==> src/design/lpfd_pkg.sv <==
// Types and constants of the length-prefixed frame deframer.
`timescale 1ns / 1ps
package lpfd_pkg;

  localparam logic       OP_BYTE         = 1'b0;
  localparam logic       OP_RESYNC       = 1'b1;

  localparam logic [1:0] KIND_GOOD       = 2'd0;
  localparam logic [1:0] KIND_BAD_LEN    = 2'd1;
  localparam logic [1:0] KIND_BAD_SUM    = 2'd2;

  localparam logic       REG_TYPE_LOW    = 1'b0;
  localparam logic       REG_TYPE_HIGH   = 1'b1;

  localparam logic [7:0] TYPE_LOW_RESET  = 8'd1;
  localparam logic [7:0] TYPE_HIGH_RESET = 8'd4;

  localparam logic [7:0] HDR_FIXED       = 8'd6;
  localparam logic [7:0] POS_COMMAND     = 8'd2;
  localparam logic [7:0] POS_ADDRESS     = 8'd3;
  localparam logic [7:0] POS_STATUS      = 8'd4;
  localparam logic [7:0] POS_PAYLOAD     = 8'd5;
  localparam logic [7:0] RUN_LIMIT       = 8'd26;

  localparam int IDX_W  = 5;
  localparam int ADDR_W = IDX_W + 1;

  typedef struct packed {
    logic       op;
    logic [7:0] rx_byte;
  } in_t;

  typedef struct packed {
    logic [1:0]  kind;
    logic [7:0]  frame_type;
    logic [7:0]  command;
    logic [7:0]  address;
    logic [7:0]  dev_status;
    logic [4:0]  body_len;
    logic [4:0]  payload_index;
    logic [7:0]  payload_byte;
    logic [31:0] frame_seq;
    logic [31:0] invalid_total;
    logic        last;
  } out_t;

  // One finished frame or error, handed from parser to emitter.
  typedef struct packed {
    logic [1:0]       kind;
    logic [7:0]       frame_type;
    logic [7:0]       command;
    logic [7:0]       address;
    logic [7:0]       dev_status;
    logic [4:0]       body_len;
    logic [IDX_W-1:0] run_len;
    logic             bank;
    logic [31:0]      frame_seq;
    logic [31:0]      invalid_total;
  } job_t;

  typedef struct packed {
    logic              en;
    logic [ADDR_W-1:0] addr;
    logic [7:0]        data;
  } mem_wr_t;

  typedef struct packed {
    logic en;
    logic bank;
  } bank_free_t;

  typedef struct packed {
    logic       en;
    logic       index;
    logic [7:0] data;
  } cfg_wr_t;

endpackage

==> src/design/lpfd_front.sv <==
// Byte parser: frame hunt, length check, checksum, counters and payload writes.
`timescale 1ns / 1ps
module lpfd_front #(
  parameter int FRAME_MAX = 32
) (
  input  logic                clk,
  input  logic                rst,
  input  logic                push,
  input  lpfd_pkg::in_t       in_item,
  output logic                full,
  input  lpfd_pkg::cfg_wr_t   cfg,
  output logic                q_push,
  output lpfd_pkg::job_t      q_job,
  input  logic                q_full,
  output lpfd_pkg::mem_wr_t   mem_wr,
  input  lpfd_pkg::bank_free_t bank_free
);

  localparam int CW = $clog2(FRAME_MAX + 1);
  localparam logic [7:0] LEN_MAX = 8'(FRAME_MAX);
  localparam int IDX_W_L = lpfd_pkg::IDX_W;

  logic [7:0]    type_low;
  logic [7:0]    type_high;
  logic [CW-1:0] count, count_next;
  logic [CW-1:0] exp_len, exp_len_next;
  logic [7:0]    run_xor, run_xor_next;
  logic [7:0]    ptype, ptype_next;
  logic [7:0]    cmd, cmd_next;
  logic [7:0]    addr, addr_next;
  logic [7:0]    stat, stat_next;
  logic [31:0]   seq, seq_next;
  logic [31:0]   bad, bad_next;
  logic [1:0]    busy, busy_next;
  logic          wbank, wbank_next;

  logic          accept;
  logic [7:0]    b;
  logic          type_ok;
  logic          len_bad;
  logic [7:0]    count8;
  logic [CW-1:0] exp_eff;
  logic [CW-1:0] count_inc;
  logic [7:0]    xor_new;
  logic [7:0]    plen8;
  logic [7:0]    pay_off;
  logic [31:0]   seq_inc;
  logic [IDX_W_L-1:0] run_len;

  assign full    = q_full || busy[wbank];
  assign accept  = push && !full;
  assign b       = in_item.rx_byte;
  assign type_ok = (b >= type_low) && (b <= type_high);
  assign len_bad = (b < lpfd_pkg::HDR_FIXED) || (b > LEN_MAX);
  assign count8  = 8'(count);
  assign count_inc = count + CW'(1);
  assign exp_eff = (count == CW'(1)) ? CW'(b) : exp_len;
  assign xor_new = run_xor ^ b;
  assign plen8   = 8'(exp_eff) - lpfd_pkg::HDR_FIXED;
  assign pay_off = count8 - lpfd_pkg::POS_PAYLOAD;
  assign seq_inc = seq + 32'd1;
  assign run_len = (plen8 > lpfd_pkg::RUN_LIMIT) ? IDX_W_L'(lpfd_pkg::RUN_LIMIT)
                                                 : plen8[IDX_W_L-1:0];

  always_comb begin
    count_next   = count;
    exp_len_next = exp_len;
    run_xor_next = run_xor;
    ptype_next   = ptype;
    cmd_next     = cmd;
    addr_next    = addr;
    stat_next    = stat;
    seq_next     = seq;
    bad_next     = bad;
    busy_next    = busy;
    wbank_next   = wbank;
    q_push       = 1'b0;
    q_job        = '0;
    mem_wr       = '0;

    if (bank_free.en) begin
      busy_next[bank_free.bank] = 1'b0;
    end

    if (accept) begin
      if (in_item.op == lpfd_pkg::OP_RESYNC) begin
        count_next   = '0;
        exp_len_next = '0;
      end else if (count == '0) begin
        if (type_ok) begin
          ptype_next   = b;
          run_xor_next = b;
          count_next   = CW'(1);
          exp_len_next = '0;
        end
      end else if (count == CW'(1) && len_bad) begin
        // Report the abandoned frame, then retry the byte as a type byte.
        bad_next            = bad + 32'd1;
        q_push              = 1'b1;
        q_job.kind          = lpfd_pkg::KIND_BAD_LEN;
        q_job.frame_type    = ptype;
        q_job.frame_seq     = seq;
        q_job.invalid_total = bad + 32'd1;
        count_next          = '0;
        exp_len_next        = '0;
        if (type_ok) begin
          ptype_next   = b;
          run_xor_next = b;
          count_next   = CW'(1);
        end
      end else begin
        exp_len_next = exp_eff;
        case (count8)
          lpfd_pkg::POS_COMMAND: begin
            cmd_next = b;
          end
          lpfd_pkg::POS_ADDRESS: begin
            addr_next = b;
          end
          lpfd_pkg::POS_STATUS: begin
            stat_next = b;
          end
          default: begin
          end
        endcase
        if (count8 >= lpfd_pkg::POS_PAYLOAD && pay_off < lpfd_pkg::RUN_LIMIT) begin
          mem_wr.en   = 1'b1;
          mem_wr.addr = {wbank, pay_off[IDX_W_L-1:0]};
          mem_wr.data = b;
        end
        run_xor_next = xor_new;
        count_next   = count_inc;
        if (!(count_inc < exp_eff)) begin
          count_next          = '0;
          exp_len_next        = '0;
          q_push              = 1'b1;
          q_job.frame_type    = ptype;
          q_job.command       = cmd;
          q_job.address       = addr;
          q_job.dev_status    = stat;
          q_job.body_len      = plen8[4:0];
          q_job.bank          = wbank;
          if (xor_new != 8'hFF) begin
            bad_next            = bad + 32'd1;
            q_job.kind          = lpfd_pkg::KIND_BAD_SUM;
            q_job.frame_seq     = seq;
            q_job.invalid_total = bad + 32'd1;
          end else begin
            // Sequence skips zero on wrap.
            seq_next            = (seq_inc == 32'd0) ? 32'd1 : seq_inc;
            q_job.kind          = lpfd_pkg::KIND_GOOD;
            q_job.frame_seq     = (seq_inc == 32'd0) ? 32'd1 : seq_inc;
            q_job.invalid_total = bad;
            q_job.run_len       = run_len;
            if (run_len != '0) begin
              busy_next[wbank] = 1'b1;
              wbank_next       = !wbank;
            end
          end
        end
      end
    end
  end

  always_ff @(posedge clk) begin
    if (rst) begin
      type_low  <= lpfd_pkg::TYPE_LOW_RESET;
      type_high <= lpfd_pkg::TYPE_HIGH_RESET;
      count     <= '0;
      exp_len   <= '0;
      run_xor   <= '0;
      seq       <= '0;
      bad       <= '0;
      busy      <= '0;
      wbank     <= 1'b0;
    end else begin
      count   <= count_next;
      exp_len <= exp_len_next;
      run_xor <= run_xor_next;
      seq     <= seq_next;
      bad     <= bad_next;
      busy    <= busy_next;
      wbank   <= wbank_next;
      if (cfg.en) begin
        case (cfg.index)
          lpfd_pkg::REG_TYPE_LOW: begin
            type_low <= cfg.data;
          end
          lpfd_pkg::REG_TYPE_HIGH: begin
            type_high <= cfg.data;
          end
          default: begin
          end
        endcase
      end
    end
  end

  always_ff @(posedge clk) begin
    ptype <= ptype_next;
    cmd   <= cmd_next;
    addr  <= addr_next;
    stat  <= stat_next;
  end

endmodule

==> src/design/lpfd_queue.sv <==
// Two-entry descriptor queue between the parser and the emitter.
`timescale 1ns / 1ps
module lpfd_queue (
  input  logic           clk,
  input  logic           rst,
  input  logic           push,
  input  lpfd_pkg::job_t job_in,
  output logic           full,
  input  logic           pop,
  output lpfd_pkg::job_t job_out,
  output logic           not_empty
);

  lpfd_pkg::job_t entries [2];
  logic           wr_ptr;
  logic           rd_ptr;
  logic [1:0]     fill;

  assign full      = (fill == 2'd2);
  assign not_empty = (fill != 2'd0);
  assign job_out   = entries[rd_ptr];

  always_ff @(posedge clk) begin
    if (rst) begin
      wr_ptr <= 1'b0;
      rd_ptr <= 1'b0;
      fill   <= 2'd0;
    end else begin
      if (push) begin
        wr_ptr <= !wr_ptr;
      end
      if (pop) begin
        rd_ptr <= !rd_ptr;
      end
      if (push && !pop) begin
        fill <= fill + 2'd1;
      end else if (pop && !push) begin
        fill <= fill - 2'd1;
      end
    end
  end

  always_ff @(posedge clk) begin
    if (push) begin
      entries[wr_ptr] <= job_in;
    end
  end

endmodule

==> src/design/lpfd_back.sv <==
// Emitter: payload store, run sequencing and the result register.
`timescale 1ns / 1ps
module lpfd_back (
  input  logic                 clk,
  input  logic                 rst,
  input  lpfd_pkg::mem_wr_t    mem_wr,
  input  lpfd_pkg::job_t       q_job,
  input  logic                 q_not_empty,
  output logic                 q_pop,
  output lpfd_pkg::bank_free_t bank_free,
  output logic                 empty,
  input  logic                 pop,
  output lpfd_pkg::out_t       result
);

  localparam int IW = lpfd_pkg::IDX_W;
  localparam int AW = lpfd_pkg::ADDR_W;

  localparam logic [1:0] ST_IDLE   = 2'd0;
  localparam logic [1:0] ST_SINGLE = 2'd1;
  localparam logic [1:0] ST_RUN    = 2'd2;

  logic [7:0]     mem [2**AW];
  logic [7:0]     rdata;
  logic           rd_en;
  logic [AW-1:0]  rd_addr;

  logic [1:0]     state;
  lpfd_pkg::job_t job;
  logic [IW-1:0]  idx;
  logic           out_valid;
  logic           slot_free;
  logic           run_last;
  logic           load;

  assign empty     = !out_valid;
  assign slot_free = !out_valid || pop;
  assign run_last  = (idx == job.run_len - IW'(1));
  assign q_pop     = (state == ST_IDLE) && q_not_empty;
  assign load      = slot_free && (state == ST_SINGLE || state == ST_RUN);

  always_comb begin
    rd_en   = 1'b0;
    rd_addr = '0;
    if (state == ST_IDLE && q_not_empty) begin
      rd_en   = 1'b1;
      rd_addr = {q_job.bank, IW'(0)};
    end else if (state == ST_RUN && slot_free && !run_last) begin
      // Fetch the next byte while the current one loads into the result.
      rd_en   = 1'b1;
      rd_addr = {job.bank, idx + IW'(1)};
    end
  end

  assign bank_free.en   = (state == ST_RUN) && slot_free && run_last;
  assign bank_free.bank = job.bank;

  always_ff @(posedge clk) begin
    if (mem_wr.en) begin
      mem[mem_wr.addr] <= mem_wr.data;
    end
    if (rd_en) begin
      rdata <= mem[rd_addr];
    end
  end

  always_ff @(posedge clk) begin
    if (rst) begin
      state     <= ST_IDLE;
      out_valid <= 1'b0;
    end else begin
      if (load) begin
        out_valid <= 1'b1;
      end else if (pop && out_valid) begin
        out_valid <= 1'b0;
      end
      case (state)
        ST_IDLE: begin
          if (q_not_empty) begin
            state <= (q_job.run_len == '0) ? ST_SINGLE : ST_RUN;
          end
        end
        ST_SINGLE: begin
          if (slot_free) begin
            state <= ST_IDLE;
          end
        end
        ST_RUN: begin
          if (slot_free && run_last) begin
            state <= ST_IDLE;
          end
        end
        default: begin
          state <= ST_IDLE;
        end
      endcase
    end
  end

  always_ff @(posedge clk) begin
    if (state == ST_IDLE && q_not_empty) begin
      job <= q_job;
      idx <= '0;
    end else if (state == ST_RUN && slot_free && !run_last) begin
      idx <= idx + IW'(1);
    end
    if (load) begin
      result.kind          <= job.kind;
      result.frame_type    <= job.frame_type;
      result.command       <= job.command;
      result.address       <= job.address;
      result.dev_status    <= job.dev_status;
      result.body_len      <= job.body_len;
      result.frame_seq     <= job.frame_seq;
      result.invalid_total <= job.invalid_total;
      if (state == ST_RUN) begin
        result.payload_index <= idx;
        result.payload_byte  <= rdata;
        result.last          <= run_last;
      end else begin
        result.payload_index <= '0;
        result.payload_byte  <= '0;
        result.last          <= 1'b1;
      end
    end
  end

endmodule

==> src/design/length_prefixed_frame_deframer.sv <==
// Top level of the length-prefixed frame deframer.
// The parser takes one received byte (or a resync) per cycle whenever full is low;
// it finds a frame by a type byte in type_low..type_high and a length byte of
// 6..FRAME_MAX, checks the inverted-XOR checksum and hands each finished frame or
// error to a two-entry descriptor queue. Payload bytes go into one of two banks of
// a 64-byte store, so the next frame can be parsed while the previous payload is
// emitted. The emitter takes a descriptor in its idle state and then shows one
// result per cycle: a good frame with payload gives min(length - 6, 26) results,
// every other event one. full rises while the queue holds two descriptors or while
// the bank that the parser writes next is still being emitted. Results wait in an
// output register; a stalled pop holds the emitter, not the parser.
`timescale 1ns / 1ps
module length_prefixed_frame_deframer #(
  parameter int FRAME_MAX = 32
) (
  input  logic           clk,
  input  logic           rst,
  input  logic           push,
  input  lpfd_pkg::in_t  in_item,
  output logic           full,
  output logic           empty,
  input  logic           pop,
  output lpfd_pkg::out_t result,
  input  logic           cfg_valid,
  output logic           cfg_ready,
  input  logic           cfg_index,
  input  logic [7:0]     cfg_data
);

  lpfd_pkg::cfg_wr_t    cfg;
  lpfd_pkg::job_t       f_job;
  lpfd_pkg::job_t       b_job;
  lpfd_pkg::mem_wr_t    mem_wr;
  lpfd_pkg::bank_free_t bank_free;
  logic                 f_push;
  logic                 q_full;
  logic                 q_pop;
  logic                 q_not_empty;

  assign cfg_ready = 1'b1;
  assign cfg.en    = cfg_valid && cfg_ready;
  assign cfg.index = cfg_index;
  assign cfg.data  = cfg_data;

  lpfd_front #(
    .FRAME_MAX (FRAME_MAX)
  ) u_front (
    .clk       (clk),
    .rst       (rst),
    .push      (push),
    .in_item   (in_item),
    .full      (full),
    .cfg       (cfg),
    .q_push    (f_push),
    .q_job     (f_job),
    .q_full    (q_full),
    .mem_wr    (mem_wr),
    .bank_free (bank_free)
  );

  lpfd_queue u_queue (
    .clk       (clk),
    .rst       (rst),
    .push      (f_push),
    .job_in    (f_job),
    .full      (q_full),
    .pop       (q_pop),
    .job_out   (b_job),
    .not_empty (q_not_empty)
  );

  lpfd_back u_back (
    .clk         (clk),
    .rst         (rst),
    .mem_wr      (mem_wr),
    .q_job       (b_job),
    .q_not_empty (q_not_empty),
    .q_pop       (q_pop),
    .bank_free   (bank_free),
    .empty       (empty),
    .pop         (pop),
    .result      (result)
  );

endmodule

==> config.mk <==
export PLATFORM = sky130hd
export DESIGN_NAME = length_prefixed_frame_deframer
export DESIGN_NICKNAME = d
export VERILOG_FILES = /design/src/design/lpfd_pkg.sv /design/src/design/lpfd_front.sv /design/src/design/lpfd_queue.sv /design/src/design/lpfd_back.sv /design/src/design/length_prefixed_frame_deframer.sv
export SDC_FILE = /design/constraint.sdc
export NUM_CORES = 1
export LEC_CHECK = 0
export CORE_MARGIN = 10
export CORE_UTILIZATION = 40
export CTS_BUF_LIST = sky130_fd_sc_hd__clkbuf_16
export CTS_CLUSTER_SIZE = 28
export DETAILED_ROUTE_END_ITERATION = 6
export DONT_BUFFER_PORTS = 1
export GPL_ROUTABILITY_DRIVEN = 1
export PLACE_DENSITY = 0.61
export SETUP_SLACK_MARGIN = 0.2
export SLEW_MARGIN = 5
export SYNTH_ARGS = -nofsm -noshare
export SYNTH_HDL_FRONTEND = slang
export SYNTH_SLANG_ARGS = --single-unit
==> constraint.sdc <==
create_clock -name clk -period 10.5 [get_ports clk]
set_input_delay 1.05 -clock clk [delete_from_list [all_inputs] [get_ports clk]]
set_output_delay 1.05 -clock clk [all_outputs]
set_load 0.005 [all_outputs]
# Yosys cells after proc, flatten, opt, wreduce, memory -nomap -nowiden
# Memory sizes are Yosys's and may differ from the RTL's. A register that Yosys moved wholly into a read port is not among the register bits.
# Index checks and enable logic that the tools add are counted.
# word_totals
in_bits,23
output_inout_bits,120
ff_bits,373
ramBits,730
mem_bits_ro,0
n_memories,2
latchBits,0
word_cells,212
# op_classes
n_addsub,9
multipliers,0
n_reduce_logical,49
n_lt_le_gt_ge,12
eq_ne,14
shifts,0
mux,76
bitwise,10
div,0
# mem_list
memory,words,word_bits,rd,rd_clocked_by_memory_dff,write_ports,line_no,text
u_back.mem,64,8,1,1,1,lpfd_back.sv:23,logic [7:0] mem [2**AW];
u_queue.entries,2,109,1,1,1,lpfd_queue.sv:14,lpfd_pkg::job_t entries [2];
# ops
op,n
$mux 109,4
$mux 32,4
$mux 64,2
$mux 6,13
$mux 15,5
$add 32x1->32 const B,2
$mux 8,6
$mux 35,1
$logic_not 32->1,1
$mux 2,15
$mux 1,20
$reduce_and 5->1,4
$logic_and 1x1->1,15
$sub 6x3->7 const B,2
$eq 6x2->1 const B,2
$mux 10,1
$mux 5,2
$reduce_bool 2->1,5
$ge 8x8->1,1
$gt 8x5->1 const B,1
$gt 8x6->1 const B,1
$le 8x8->1,1
$logic_not 1->1,8
$lt 8x3->1 const B,1
other kinds (35),53

# Longest topological paths before layout
# depth
ltp_word,15
depth_mapped,17
ltp_nobuf,16

# Hierarchy
# A second synthesis with hierarchy kept.
# hier_totals
hier_cells,3187
area_unflattened_um2,45476.1
# modules_own_cells
mod,area_each_um2,cells_per_inst,seq_area_each_um2,instances
lpfd_back,28163.3,1642,22561.6,1
lpfd_front,9203.8,1182,3022.9,1
lpfd_queue,8097.8,361,6646.4,1
length_prefixed_frame_deframer,11.3,2,0.0,1

# Worst setup path before layout
# OpenSTA, ideal clock, no wires.
# synth_timing
kind,in2reg
startpoint,in in_item[1] (netlist name)
endpoint,"mem u_queue.entries[0][0] (netlist name), enable pin"
setup_slack_ps,2896
cell_stages,10
n_path_buf,1
required_time_ps,9921
setup_time_ps,579
arrival_time_ps,7026
path_cell_list,clkbuf_1 > mux2i_1 > ha_1 > a21o_1 > a211o_1 > a221o_1 > nand2_1 > nand2_1 > nand2_1 > nor2_1
# synth_via
elab_chain_len,9
elab_cells_between_ends,13
classes_between,order compare: 3; mux: 8; reduce/logical: 2
# synth_lines
element,line_no,text
start: declaration,length_prefixed_frame_deframer.sv:19,"input lpfd_pkg::in_t in_item,"
$mux 6 (tied with other cells),lpfd_front.sv:57,assign exp_eff = (count == CW'(1)) ? CW'(b) : exp_len;
$lt 6x6->1 or $logic_or 1x1->1 (tied branches),"lpfd_front.sv:133, lpfd_front.sv:54",
$mux 1 or $logic_and 1x1->1 (tied branches),"lpfd_front.sv:133, lpfd_front.sv:96",
$mux 1 *,lpfd_front.sv:96,end else if (count == CW'(1) && len_bad) begin
$mux 1 *,lpfd_front.sv:89,end else if (count == '0) begin
$mux 1 *,lpfd_front.sv:86,if (in_item.op == lpfd_pkg::OP_RESYNC) begin
$mux 1 *,lpfd_front.sv:85,if (accept) begin
$mux 1 *,lpfd_queue.sv:44,if (push) begin
$mux 1 (not written as such) *,lpfd_queue.sv:45,entries[wr_ptr] <= job_in;
end: declaration,lpfd_queue.sv:14,
# Mark *: on every way between the ends. The rest lies on a longest branch, timed or not.

# Worst setup path after layout
# layout_timing
startpoint,reg u_front.count[2]
endpoint,"mem u_queue.entries[1][51] (netlist name), enable pin"
# layout_via
elab_chain_len,10
elab_cells_between_ends,13
classes_between,add/sub: 1; order compare: 1; eq/ne: 1; mux: 8; reduce/logical: 2
# layout_lines
element,line_no,text
start: declaration,lpfd_front.sv:25,"logic [CW-1:0] count, count_next;"
start signal: assignment,lpfd_front.sv:177,count <= count_next;
branches (longest 5 deep; another with $add 6x1->6),n/a,
$mux 1 *,lpfd_front.sv:89,
$mux 1 *,lpfd_front.sv:86,
$mux 1 *,lpfd_front.sv:85,
$mux 1 *,lpfd_queue.sv:44,
$mux 1 (not written as such) *,lpfd_queue.sv:45,
# Every way passes the cells marked *.

==> results.txt <==
Outcome = finished, final reports clean
Main combinational cell family by area after synthesis = simple AND/OR/NAND/NOR gates
Static leakage power = 0.0176 uW
H-tree levels = 3
Via count = 25729
Die W = 355 um
WHS = 415 ps
HP Class = register to register
Post-CTS setup buffer count = 0
Global-route wire length before repair = 154000 um
Routed wire length = 102000 um
Drc violations = 0
CTS resizes = 0
Reg clk slew, reported paths = 60 ps
Initial DRC Count = 2318
RSZ-0062 raised after global routing = false
Clk sinks = 1112
Hold Fails Final Rpt = 0
Mapped Area = 0.0449 sq mm
Critical path origin = u_front.count[2]
Achievable frequency = 178 MHz
Final setup viols = 0
Critical path arrival = 5900 ps
Grt ovf = 0
Clock power share = 0.361
Clock Path Buffers = 3
Post-route antenna net violation count = 0
Clock Tree Root = clkbuf_16
Synth area leaders = edfxtp_1 67%, dfxtp_1 5.2%, mux2_2 2.9%, nand2_1 2.7%, nor2_1 1.9%
Area delta synth->final = 12.5%
Final Skew = 30.7 ps
Worst-Margin Slew = 1200 ps
Tot GR Track Use = 0.157
Worst IR Drop VDD = 0.000166 V
Clock Latency Late Sink = 680 ps
Number of global-route vias before repair = 24620
Core outline area = 0.111 sq mm
YS warnings = 0
IO Count = 143
Cell taking the most area after synthesis = edfxtp_1
Most used DFF post-synth = edfxtp_1
Switching Power = 2810 uW
Initial Utilization = 0.404
Number of max-cap violations = 0
Post-synth top cells = 996 x edfxtp_1, 325 x nand2_1, 233 x nor2_1
Num CTS Buffers = 108
DR pass1 iterations = 5
WL/cell = 21.1 um
Vias per cell = 5.33
Worst R2R Start = u_front.count[2]
Pins Over Slew Limit = 0
GP Congestion = 0.837
HPWL Detailed = 63100 um
Post-Synth XOR/XNOR Area = 0.0203
Mapped Cells = 3176
Logic pwr share = 0.125
Multiplexer share of the synthesized area = 0.0540
Async set-reset flop share out of synthesis = 0
Synth top area share = 0.667
Share of cells above drive strength 1 = 0.115
Crit path required time = 10800 ps
Hold_sp = u_back.job[106]
Cell area power density = 214 mW/mm^2
Nets@finish = 3304
Min Tclk post-route = 5600 ps
# rows = 122
TritonCTS clock tree = done
WS Path Type = register to register
Antenna violations before repair = 3
Syn avg cell area = 14.1 sq um
Seq/Total Area, Yosys = 0.719
Count of cell types in the netlist = 80
Pint = 8000 uW
Fin Setup TNS = 0 ps
Sw Share = 0.260
Reg power frac = 0.514
Power, Total = 10800 uW
Critical Path Sink Type = register
Pin count of the biggest net entering global routing = 129
Slew margin rel. = 0.191
Setup crit start kind = register
Synth Register Bits = 1112
Die area = 0.126 sq mm
Most frequent cell after synthesis = edfxtp_1
CP Max Fanout = 60
Buffers on Ports = 0
Hold-fix buffers, CTS = 0
Synth Area in Compound Gates = 0.0699
Simple-gate share of the synthesized area = 0.108
Final worst path period share = 0.534
Number of synthesized flops with an enable pin = 996
Die Ht = 355 um
Post-synthesis adder-cell area fraction = 0.00948
==> worst max-delay path: stages (launching register included) <==
cell	delay [ps]
dfxtp_1	480
nor4_4	450
nand2_1	270
mux2i_1	550
ha_1	250
a21o_1	110
a211o_1	140
a221o_1	190
nand2_1	360
nand2_1	180
nand2_1	300
inv_1	370
and2_4	680
buf_4	810
==> layout by cell type (no fill, tap or decap), types with 10 or more instances in the layout <==
| cell type | count |
|---|---|
| conb_1 | 97 |
| clkinv_2 | 22 |
| edfxtp_1 | 996 |
| xnor2_1 | 37 |
| xor2_1 | 65 |
| inv_1 | 70 |
| mux2i_1 | 55 |
| mux4_2 | 25 |
| nor2_1 | 231 |
| mux2_2 | 116 |
| buf_4 | 43 |
| nor4_1 | 10 |
| and2_1 | 77 |
| clkbuf_16 | 110 |
| nor3_1 | 36 |
| o21ai_0 | 113 |
| a21o_1 | 15 |
| clkinv_1 | 18 |
| nor4_2 | 10 |
| nand3_1 | 120 |
| a221oi_1 | 10 |
| a311oi_1 | 11 |
| bufinv_16 | 15 |
| a32oi_1 | 22 |
| a211oi_1 | 39 |
| nand4_1 | 43 |
| nor3b_1 | 10 |
| o22ai_1 | 39 |
| a21oi_1 | 153 |
| or3_1 | 26 |
| nand2b_1 | 16 |
| nand2_1 | 325 |
| and3_1 | 41 |
| a31oi_1 | 21 |
| ha_1 | 34 |
| dfxtp_1 | 114 |
==> power by group through the flow <==
| stage | Clock, uW | Combinational [uW] | Sequential, uW |
|---|---|---|---|
| floorplan | 0 | 951 | 5550 |
| global placement | 0 | 1360 | 5660 |
| detailed placement | 0 | 1370 | 5660 |
| CTS | 3990 | 1370 | 5570 |
| global route | 4150 | 1480 | 5600 |
| finish | 3910 | 1350 | 5550 |
==> metal layers <==
metal,up-vias,global-route usage,wire length (um)
met5,-,0,0
met4,0,0.0383,1690
met3,113,0.0323,6970
met2,749,0.244,46500
met1,12885,0.225,46600
li1,11982,-,-
==> flip-flops by register name, indices dropped and copies added, names as in the netlist, 8 cells and up, named ones only <==
name / cells
u_back.mem: 512
u_queue.entries: 218
u_back.result: 117
u_back.job: 108
u_front.bad: 32
u_front.seq: 32
u_back.rdata: 8
u_front.addr: 8
u_front.cmd: 8
u_front.ptype: 8
u_front.run_xor: 8
u_front.stat: 8
u_front.type_high: 8
u_front.type_low: 8
==> metrics by stage <==
stage               cell area [sq um]  setup slack (ps)   util  std cells
detailed placement              46900              4850  0.422       4625
CTS                             50400              4850  0.455       4824
floorplan                       45200              2900      -       3271
global placement                46900              5000  0.422       4625
finish                          50400              4900  0.455       4826
global route                    50400              4380  0.455       4824
==> layout make-up <==
class / count / area [sq um]
clock buffer: 110 / 2750
tap: 1488 / 1860
sequential: 1112 / 32200
inverter: 47 / 179
timing repair buffer: 44 / 343
antenna: 2 / 5.00
clock inverter: 89 / 830
fill: 9787 / 60500
multi-input combinational: 1934 / 12200
==> kinds of logic after synthesis <==
group           Yosys count
flops                  1112
simple gates           1003
compound gates          500
buf+inv                 225
mux                     196
xor+xnor                104
fa+ha+maj                34
other cells               2
==> worst paths after layout <==
path                                 end  cells past startpoint  slack [ps]
setup / recovery  u_queue.entries[1][51]                     13        4900
hold / removal        u_back.result[114]                      0         410
setup reg to reg  u_queue.entries[1][51]                     13        4900
hold reg to reg       u_back.result[114]                      0         410
(Power assumes the default switching activity.)
